$ cat src/sv/f5d_pkg.sv
package f5d_pkg;

  localparam int unsigned TAPS     = 5;
  localparam int unsigned MAX_RES  = 5;
  localparam int unsigned SAMPLE_W = 16;
  localparam int unsigned INDEX_W  = 16;
  localparam int unsigned CFG_IDX_W  = 8;
  localparam int unsigned CFG_DATA_W = 16;
  localparam int unsigned ACC_W    = 36;
  localparam int unsigned ROUND_SH = 16;

  // Largest window offset (newest position minus window start) that still
  // touches a live sample
  localparam int unsigned MAX_OFF  = 2 * (TAPS - 1);

  // Configuration register indexes
  localparam logic [CFG_IDX_W-1:0] REG_SAMPLE_COUNT = CFG_IDX_W'(0);
  localparam logic [CFG_IDX_W-1:0] REG_DECIMATION   = CFG_IDX_W'(1);

  // Q0.16 taps 0.05, 0.2, 0.5, 0.2, 0.05
  localparam logic signed [16:0] TAP_Q16 [TAPS] = '{
    17'sd3277, 17'sd13107, 17'sd32768, 17'sd13107, 17'sd3277
  };

  typedef logic signed [SAMPLE_W-1:0] sample_t;

  // x[k] is the sample at block position n - k
  typedef sample_t [TAPS-1:0] xwin_t;

  typedef struct packed {
    logic       ok;   // window start lies within reach of the newest sample
    logic [3:0] off;  // newest position minus window start
  } tap_sel_t;

endpackage

$ cat src/sv/f5d_tap_sum.sv
module f5d_tap_sum (
  input  f5d_pkg::xwin_t   x_i,
  input  f5d_pkg::tap_sel_t sel_i,
  output f5d_pkg::sample_t filtered_o
);

  logic signed [f5d_pkg::ACC_W-1:0] acc;
  logic signed [f5d_pkg::ACC_W-1:0] rounded;
  logic signed [f5d_pkg::ACC_W-1:0] scaled;

  always_comb begin
    logic [3:0] idx;
    logic signed [f5d_pkg::SAMPLE_W-1:0] xs;
    logic signed [f5d_pkg::SAMPLE_W+16:0] prod;
    acc = '0;
    for (int j = 0; j < f5d_pkg::TAPS; j++) begin
      idx = sel_i.off - 4'(j);
      xs  = '0;
      // tap j looks at sample start + j, i.e. x[off - j]
      if (sel_i.ok && (sel_i.off >= 4'(j)) && (idx <= 4'(f5d_pkg::TAPS - 1))) begin
        xs = x_i[idx[2:0]];
      end
      prod = xs * f5d_pkg::TAP_Q16[j];
      acc  = acc + f5d_pkg::ACC_W'(prod);
    end
  end

  // round half up, then floor shift
  assign rounded = acc + f5d_pkg::ACC_W'(1 << (f5d_pkg::ROUND_SH - 1));
  assign scaled  = rounded >>> f5d_pkg::ROUND_SH;

  always_comb begin
    if (scaled > f5d_pkg::ACC_W'(32767)) begin
      filtered_o = 16'sh7fff;
    end else if (scaled < -f5d_pkg::ACC_W'(32768)) begin
      filtered_o = 16'sh8000;
    end else begin
      filtered_o = scaled[f5d_pkg::SAMPLE_W-1:0];
    end
  end

endmodule

$ cat src/sv/fir5_decimator.sv
// Channel   Dir  Handshake                     Payload
// s_axis    in   s_axis_tvalid/s_axis_tready   tdata: sample
// m_axis    out  m_axis_tvalid/m_axis_tready   tdata: filtered, out_index; tlast; tuser
// cfg       in   cfg_valid_i/cfg_ready_o       cfg_index_i, cfg_data_i
//
// One sample is taken per cycle while the item register is idle or finishing;
// a sample holds it until its R results are issued (at most 5, only the final
// sample of a block flushes several); a busy result register holds it longer.
// A result passes through the item register and then the result register.
// Reset clears the window, counters and config (length 1, decimation 1).
// A stall on m_axis holds the result register and backs up into s_axis.
module fir5_decimator #(
  parameter int unsigned COUNT_WIDTH = 16
) (
  input  logic        clk_i,
  input  logic        rst_ni,

  input  logic        s_axis_tvalid,
  output logic        s_axis_tready,
  input  logic [15:0] s_axis_tdata,   // [15:0] sample

  output logic        m_axis_tvalid,
  input  logic        m_axis_tready,
  output logic [31:0] m_axis_tdata,   // [15:0] filtered, [31:16] out_index
  output logic        m_axis_tlast,   // last_of_run
  output logic        m_axis_tuser,   // [0] block_done

  input  logic                           cfg_valid_i,
  output logic                           cfg_ready_o,
  input  logic [f5d_pkg::CFG_IDX_W-1:0]  cfg_index_i,
  input  logic [f5d_pkg::CFG_DATA_W-1:0] cfg_data_i
);

  localparam int unsigned CW = COUNT_WIDTH;
  // window start is output index times stride
  localparam int unsigned SW = COUNT_WIDTH + 8;
  localparam int unsigned WW = COUNT_WIDTH + 10;

  // configuration
  logic [15:0] sample_count_q;
  logic [7:0]  decimation_q;
  logic [CW-1:0] len;
  logic [CW-1:0] mdec;
  logic [7:0]  cfg_dec;
  logic        cfg_dec_wr;

  assign cfg_ready_o = 1'b1;
  assign cfg_dec     = (cfg_data_i[7:0] == 8'd0) ? 8'd1 : cfg_data_i[7:0];
  assign cfg_dec_wr  = cfg_valid_i && cfg_ready_o &&
                       (cfg_index_i == f5d_pkg::REG_DECIMATION);

  always_ff @(posedge clk_i or negedge rst_ni) begin
    if (!rst_ni) begin
      sample_count_q <= 16'd1;
      decimation_q   <= 8'd1;
    end else if (cfg_valid_i) begin
      case (cfg_index_i)
        f5d_pkg::REG_SAMPLE_COUNT: sample_count_q <= cfg_data_i[15:0];
        f5d_pkg::REG_DECIMATION:   decimation_q   <= cfg_data_i[7:0];
        default: ;
      endcase
    end
  end

  always_comb begin
    len  = CW'(sample_count_q);
    if (len == '0) len = CW'(1);
    mdec = CW'(decimation_q);
    if (mdec == '0) mdec = CW'(1);
  end

  // block front end: window and sample position
  f5d_pkg::sample_t [f5d_pkg::TAPS-2:0] win_q;
  logic [CW-1:0] scnt_q;
  logic          s_fire;
  logic          blk_last;

  assign s_fire   = s_axis_tvalid && s_axis_tready;
  assign blk_last = ({1'b0, scnt_q} + (CW+1)'(1)) >= {1'b0, len};

  always_ff @(posedge clk_i or negedge rst_ni) begin
    if (!rst_ni) begin
      win_q  <= '0;
      scnt_q <= '0;
    end else if (s_fire) begin
      if (blk_last) begin
        win_q  <= '0;
        scnt_q <= '0;
      end else begin
        win_q  <= {win_q[f5d_pkg::TAPS-3:0], s_axis_tdata};
        scnt_q <= scnt_q + CW'(1);
      end
    end
  end

  // item register
  logic           busy_q;
  f5d_pkg::xwin_t x_q;
  logic [CW-1:0]  n_q;
  logic           last_q;
  logic [2:0]     cnt_q;
  logic [CW-1:0]  oc_q;
  logic [SW-1:0]  start_q;

  // emission control
  logic [WW-1:0] start_w, start2_w, m_w, len_w, n_w;
  logic          due, more, fire, finish, slot_free, done_flag;

  assign start_w  = WW'(start_q);
  assign m_w      = WW'(mdec);
  assign len_w    = WW'(len);
  assign n_w      = WW'(n_q);
  assign start2_w = start_w + m_w;

  always_comb begin
    due  = busy_q && (start2_w <= len_w) && (last_q || (start_w + WW'(4) <= n_w)) &&
           (cnt_q < 3'(f5d_pkg::MAX_RES));
    more = (start2_w + m_w <= len_w) && (last_q || (start2_w + WW'(4) <= n_w)) &&
           (cnt_q + 3'd1 < 3'(f5d_pkg::MAX_RES));
    done_flag = (start2_w + m_w) > len_w;
  end

  logic out_valid_q;

  assign slot_free     = !out_valid_q || m_axis_tready;
  assign fire          = due && slot_free;
  assign finish        = busy_q && (!due || (fire && !more));
  assign s_axis_tready = !busy_q || finish;

  always_ff @(posedge clk_i or negedge rst_ni) begin
    if (!rst_ni) begin
      busy_q  <= 1'b0;
      last_q  <= 1'b0;
      cnt_q   <= '0;
      oc_q    <= '0;
      start_q <= '0;
      n_q     <= '0;
      x_q     <= '0;
    end else begin
      if (s_fire) begin
        busy_q <= 1'b1;
      end else if (finish) begin
        busy_q <= 1'b0;
      end
      if (s_fire) begin
        last_q <= blk_last;
        n_q    <= scnt_q;
        cnt_q  <= '0;
        x_q    <= {win_q, s_axis_tdata};
      end else if (fire) begin
        cnt_q  <= cnt_q + 3'd1;
      end
      if (finish && last_q) begin
        oc_q    <= '0;
        start_q <= '0;
      end else if (fire) begin
        oc_q    <= oc_q + CW'(1);
        start_q <= start_q + SW'(mdec);
      end else if (cfg_dec_wr) begin
        // a new stride rebases pending outputs unless a result issues this cycle
        start_q <= SW'(oc_q) * SW'(cfg_dec);
      end
    end
  end

  // filter datapath
  f5d_pkg::tap_sel_t sel;
  f5d_pkg::sample_t  filtered;
  logic [WW-1:0]     diff;

  assign diff    = n_w - start_w;
  assign sel.ok  = !diff[WW-1] && (diff <= WW'(f5d_pkg::MAX_OFF));
  assign sel.off = diff[3:0];

  f5d_tap_sum u_tap_sum (
    .x_i        (x_q),
    .sel_i      (sel),
    .filtered_o (filtered)
  );

  // result register
  logic [15:0] filt_q;
  logic [15:0] idx_q;
  logic        tlast_q;
  logic        tuser_q;

  always_ff @(posedge clk_i or negedge rst_ni) begin
    if (!rst_ni) begin
      out_valid_q <= 1'b0;
    end else if (fire) begin
      out_valid_q <= 1'b1;
    end else if (m_axis_tready) begin
      out_valid_q <= 1'b0;
    end
  end

  always_ff @(posedge clk_i) begin
    if (fire) begin
      filt_q  <= filtered;
      idx_q   <= 16'(oc_q);
      tlast_q <= !more;
      tuser_q <= done_flag;
    end
  end

  assign m_axis_tvalid = out_valid_q;
  assign m_axis_tdata  = {idx_q, filt_q};
  assign m_axis_tlast  = tlast_q;
  assign m_axis_tuser  = tuser_q;

  // checks
  a_cnt_cap: assert property (@(posedge clk_i) disable iff (!rst_ni)
    cnt_q <= 3'(f5d_pkg::MAX_RES))
    else $error("result count per sample over cap");

  a_fire_busy: assert property (@(posedge clk_i) disable iff (!rst_ni)
    fire |-> busy_q && slot_free)
    else $error("result issued without item or free slot");

  a_blk_clear: assert property (@(posedge clk_i) disable iff (!rst_ni)
    (finish && last_q && !s_fire) |=> (oc_q == '0) && (start_q == '0))
    else $error("output counter not cleared at end of block");

  a_last_idle: assert property (@(posedge clk_i) disable iff (!rst_ni)
    (s_fire && blk_last) |=> (scnt_q == '0))
    else $error("sample counter not cleared at end of block");

endmodule
$ cat config.mk
export PLATFORM = sky130hd
export DESIGN_NAME = fir5_decimator
export DESIGN_NICKNAME = d
export VERILOG_FILES = /design/src/sv/f5d_pkg.sv /design/src/sv/f5d_tap_sum.sv /design/src/sv/fir5_decimator.sv
export SDC_FILE = /design/constraint.sdc
export NUM_CORES = 2
export LEC_CHECK = 0
export BUFFER_PORTS_ARGS = -buffer_cell sky130_fd_sc_hd__buf_4
export CAP_MARGIN = 40
export CORE_MARGIN = 1
export CORE_UTILIZATION = 30
export DETAILED_ROUTE_END_ITERATION = 12
export PLACE_DENSITY = 0.43
export SLEW_MARGIN = 20
export SYNTH_ARGS = -nofsm -noshare
export SYNTH_HDL_FRONTEND = slang
export SYNTH_HIERARCHICAL = 1
export SYNTH_SLANG_ARGS = --single-unit
$ cat constraint.sdc
create_clock -name clk_i -period 12.65 [get_ports clk_i]
set_clock_uncertainty 0.1 [all_clocks]
set_input_delay 1.265 -clock clk_i [delete_from_list [all_inputs] [get_ports clk_i]]
set_output_delay 1.265 -clock clk_i [all_outputs]
set_load 0.01 [all_outputs]
### Word level (Yosys, flattened, before mapping)

Cells that the tools add are included.
W data, S select, Z words.

* bits in registers: 280
* output and inout bits: 37
* logic and storage cells: 149

* add/subtract/negate cells: 19
* multipliers: 5
* $lt $le $gt $ge: 26
* equality and inequality tests: 1
* muxes and demuxes: 32
* reductions and logical operators: 43

Operator list (number)
* $bmux W16 S3: 5
* $mux W16: 15
* $mux W24: 3
* $mux W64: 1
* $mul A16 B15 Y31 const B: 2
* $mul A16 B13 Y29 const B: 2
* $le A26 B16 Y1: 2
* $le A25 B16 Y1: 2
* $add A36 B17 Y36 const B: 1
* $add A36 B29 Y36: 1
* $add A33 B31 Y34: 1
* $add A32 B31 Y33: 1
* $add A16 B1 Y16 const B: 2
* $add A29 B31 Y32: 1
* $add A25 B16 Y26: 1
* $add A25 B3 Y26 const B: 1
* $gt A26 B16 Y1: 1
* $le A26 B4 Y1 const B: 1
* $add A24 B16 Y25: 1
* $add A24 B3 Y25 const B: 1
* $sub A16 B24 Y25: 1
* $add A24 B16 Y24: 1
* $logic_not A8 Y1: 3
* $mul A16 B8 Y24: 1
* other kinds (25): 75

### Logic depth before layout (Yosys ltp)

* depth in word-level cells: 15
* depth in mapped cells: 51
* mapped depth without buffers: 47

### By module

Netlist, hierarchy kept.

Modules (own cells, without submodules)
* f5d_tap_sum: instances 1, cells an instance 2451, area each 23501.3 µm²
* fir5_decimator: instances 1, cells an instance 2072, area each 20588.5 µm²

### Worst setup path before layout

OpenSTA, ideal clock, no wires.

* path type: register to register
* from: register start_q[2]
* to: register filt_q[11], data pin
* arrival: 12125 ps
* data required time: 12296 ps
* setup slack: 171 ps
* stages on the path, launching flop included: 47
* buffers on the path: 5
* path through: dfrtp_1 -> buf_6 -> inv_1 -> ha_1 -> a21oi_1 -> o21a_1 -> o21ai_0 -> nand2b_1 -> a21o_1 -> a41o_1 -> o41ai_1 -> o21ba_2 -> o21ai_0 -> nor3_1 -> o21ai_0 -> a2111oi_0 -> clkbuf_1 -> o211ai_2 -> (+11 left out) -> fa_1 -> fa_1 -> inv_1 -> fa_1 -> inv_1 -> ha_1 -> buf_4 -> nand2_2 -> or4_4 -> nor4_2 -> a32oi_1 -> a21oi_1 -> a311oi_2 -> nand3b_1 -> nor3_1 -> a311o_2 -> buf_8 -> o21a_1

RTL lines
* start, declared: RTL line fir5_decimator.sv:103 `logic [SW-1:0] start_q;`
* start signal, assigned: RTL line fir5_decimator.sv:158 `start_q <= start_q + SW'(mdec);`
* start signal, assigned: RTL line fir5_decimator.sv:161 `start_q <= SW'(oc_q) * SW'(cfg_dec);`
* end signal, assigned: RTL line fir5_decimator.sv:199 `filt_q <= filtered;`
* end, declared: RTL line fir5_decimator.sv:182 `logic [15:0] filt_q;`

==> metrics.csv <==
metric,value,unit
grt_usage,19.3,%
peakVddDrop,238,uV
synth_area,0.0441,sq mm
worstSetupPathType,reg2reg,
area_growth,11.0,%
stdcell_area,0.0490,sq mm
met3_usage,3.06,%
synth_nets,5734,
cp.depth,44,
syn_avg_cell_area,9.75,sq um
ios,82,
vias,31700,
firstDrtPassIters,7,
mostFrequentLayoutCells,"899 x inv_1, 604 x fa_1, 561 x ha_1, 302 x nand2_1, 244 x dfrtp_1",
crit_slowest_cell,fa_1,
worstMarginPinSlew,0.944,ns
crit_required,12.89,ns
wl_per_cell,21.4,microns
whs_path_depth,2,
initial_utilization,30.3,%
async_flop_share,87.9,%
start_kind,flip-flop,
path_max_fanout,15,
drv_slew,0,
synth_flop_cell,dfrtp_1,
cts_tree,yes,
ant_nets,0,
antenna_found_initial,5,
die_area,0.149,sq mm
maxCapViolations,0,
fp-row-count,140,
powerDensity,175,mW/mm^2
die_x,385,microns
nNetsFinal,5824,
clk_pin_slew,0.05,ns
max_stage_delay,0.54,ns
synth.distinct_cells,110,
hold_path_class,reg2reg,
clkSinkCount,280,
worst_slack,0.610,ns
cp_num_buf_inv,9,
routed_wirelength,141,mm
grt_use_met1,27.6,%
diodes,0,
min_period,12.04,ns
synthCells,4523,
cpMostUsedCell,fa_1,
clk_latency,0.62,ns
grt_pass1_wl,214,mm
end_kind,flip-flop,
drive_above_1_share,9.31,%
period_share,95.2,%
place_area,0.0475,sq mm
p_leak,25.3,nW
root_buffer,clkbuf_16,
busiest_layer,met2,
design.core.area,0.146,sq mm
dieHeight,385,microns
hold_viol_final,0,
drt_iter0_markers,1813,
pre_cts_slack,0.217,ns
grt_pass1_vias,33400,
overflow,0,
synth-edff-count,34,
setup_viol,0,
status,"complete, no violations",
synth-seq-cells,280,
place_congestion,0.920,
layout_commonest_cell,inv_1,
max_freq,83.1,MHz
grt_max_degree,129,
rr_worst_depth,44,
slew_headroom,36.7,%
cts_made_buffers,39,
io_buffers,80,
cts_max_path_buffers,3,
yosysWarnings,6,
drc_errors,0,
h-tree-depth,2,
dp_hpwl,117,mm
cp.arrival,12.28,ns
path_delay_family,adder cells,
vias_per_cell,4.83,
met2_usage,30.5,%
synth-seq-area-share,16.3,%
==> cell type report <==
cell class | count | area (sq um)
clock buffer | 47 | 1050
fill | 15200 | 96800
timing repair buffer | 227 | 1870
multi-input combinational | 3160 | 32800
inverter | 905 | 3400
sequential | 280 | 7180
clock inverter | 23 | 246
tap | 1917 | 2400
==> synthesized netlist by cell type (13+ instances only) <==
master      n  area, sq um
a211oi_1   36          270
a21o_1     42          315
a21oi_1   160          801
a221o_1    78          781
a22oi_1    27          203
a31oi_1    18          113
and2_1     73          457
and3_1     94          588
buf_1      16         60.1
buf_2      16         80.1
buf_4      14          105
buf_6      13          146
clkbuf_1  117          439
dfrtp_1   244         6110
edfxtp_1   34         1020
fa_1      604        12100
ha_1      562         7030
inv_1     902         3390
mux2_1     82          923
mux2_2     26          293
mux2i_1    43          430
mux4_2     42          946
nand2_1   302         1130
nand2b_1   29          181
nand3_1    68          340
nand4_1    39          244
nor2_1    223          837
nor2b_1    31          194
nor3_1     48          240
nor4_1     23          144
o21a_1     30          225
o21ai_0   103          515
o21bai_1   14          105
xnor2_1   151         1320
xor2_1     44          385
==> through the flow <==
step                      TNS (ns)  utilization, %  power [W]  hold WS [ns]  instances
final                            0            33.6    0.00858         0.369       6559
after global routing       -0.0189            33.6    0.00920         0.409       6559
after CTS                        0            33.5    0.00859         0.371       6551
after detailed placement         0            32.6    0.00740         0.362       6481
after global placement           0            32.5    0.00734         0.355       6472
after floorplan                  0               -    0.00539         0.323       4523
==> final timing paths <==
kind                                 start         endpoint  slack [ns]
setup / recovery                    n_q[1]       filt_q[14]        0.61
hold / removal             decimation_q[0]  decimation_q[0]        0.37
setup reg to reg                    n_q[1]       filt_q[14]        0.61
hold reg to reg            decimation_q[0]  decimation_q[0]        0.37
max in group asynchronous           rst_ni       scnt_q[11]       10.41
min in group asynchronous           rst_ni         win_q[9]        0.67
==> cell families after synthesis <==
family,share of synthesized area (%)
AOI/OAI and AO/OA,9.82
and+or+nand+nor,10.9
DFF,16.3
adders and majority gates,43.4
other,0.00851
xor gates and xnor gates,4.10
muxes,5.88
buffers and inverters,9.63
==> sequential cells by signal, summed over array words and instances (netlist names), 3 cells and up <==
| register | flops |
|---|---|
| filt_q | 16 |
| start_q | 24 |
| sample_count_q | 16 |
| idx_q | 16 |
| x_q | 80 |
| cnt_q | 3 |
| oc_q | 16 |
| win_q | 64 |
| n_q | 16 |
| scnt_q | 16 |
| decimation_q | 8 |
==> metal layers <==
metal  vias to the layer above  part of all wire (%)  wire (microns)
met3                       135                   4.7            6640
li1                      15000                     -               -
met4                         6                   2.1            2920
met5                         -                 0.033              46
met1                     15900                    48           67300
met2                       573                    45           63700
==> timing repair <==
| action | in CTS | in global routing |
|---|---|---|
| hold buffers | 0 | 0 |
| setup buffers | 0 | 3 |
| setup endpoints to repair | 0 | 15 |
| resized for setup | 0 | 13 |
==> where the power goes <==
part	switching (W)	internal (W)
sequential	0.000417	0.00128
clock	0.000474	0.000657
combinational	0.00349	0.00227
==> worst min-delay path: stages (launching register included) <==
cell and delay, ns:
dfstp_2 0.37, nand2_1 0.05, nand2_1 0.05
Note: power is estimated with default switching activity, not from simulation.
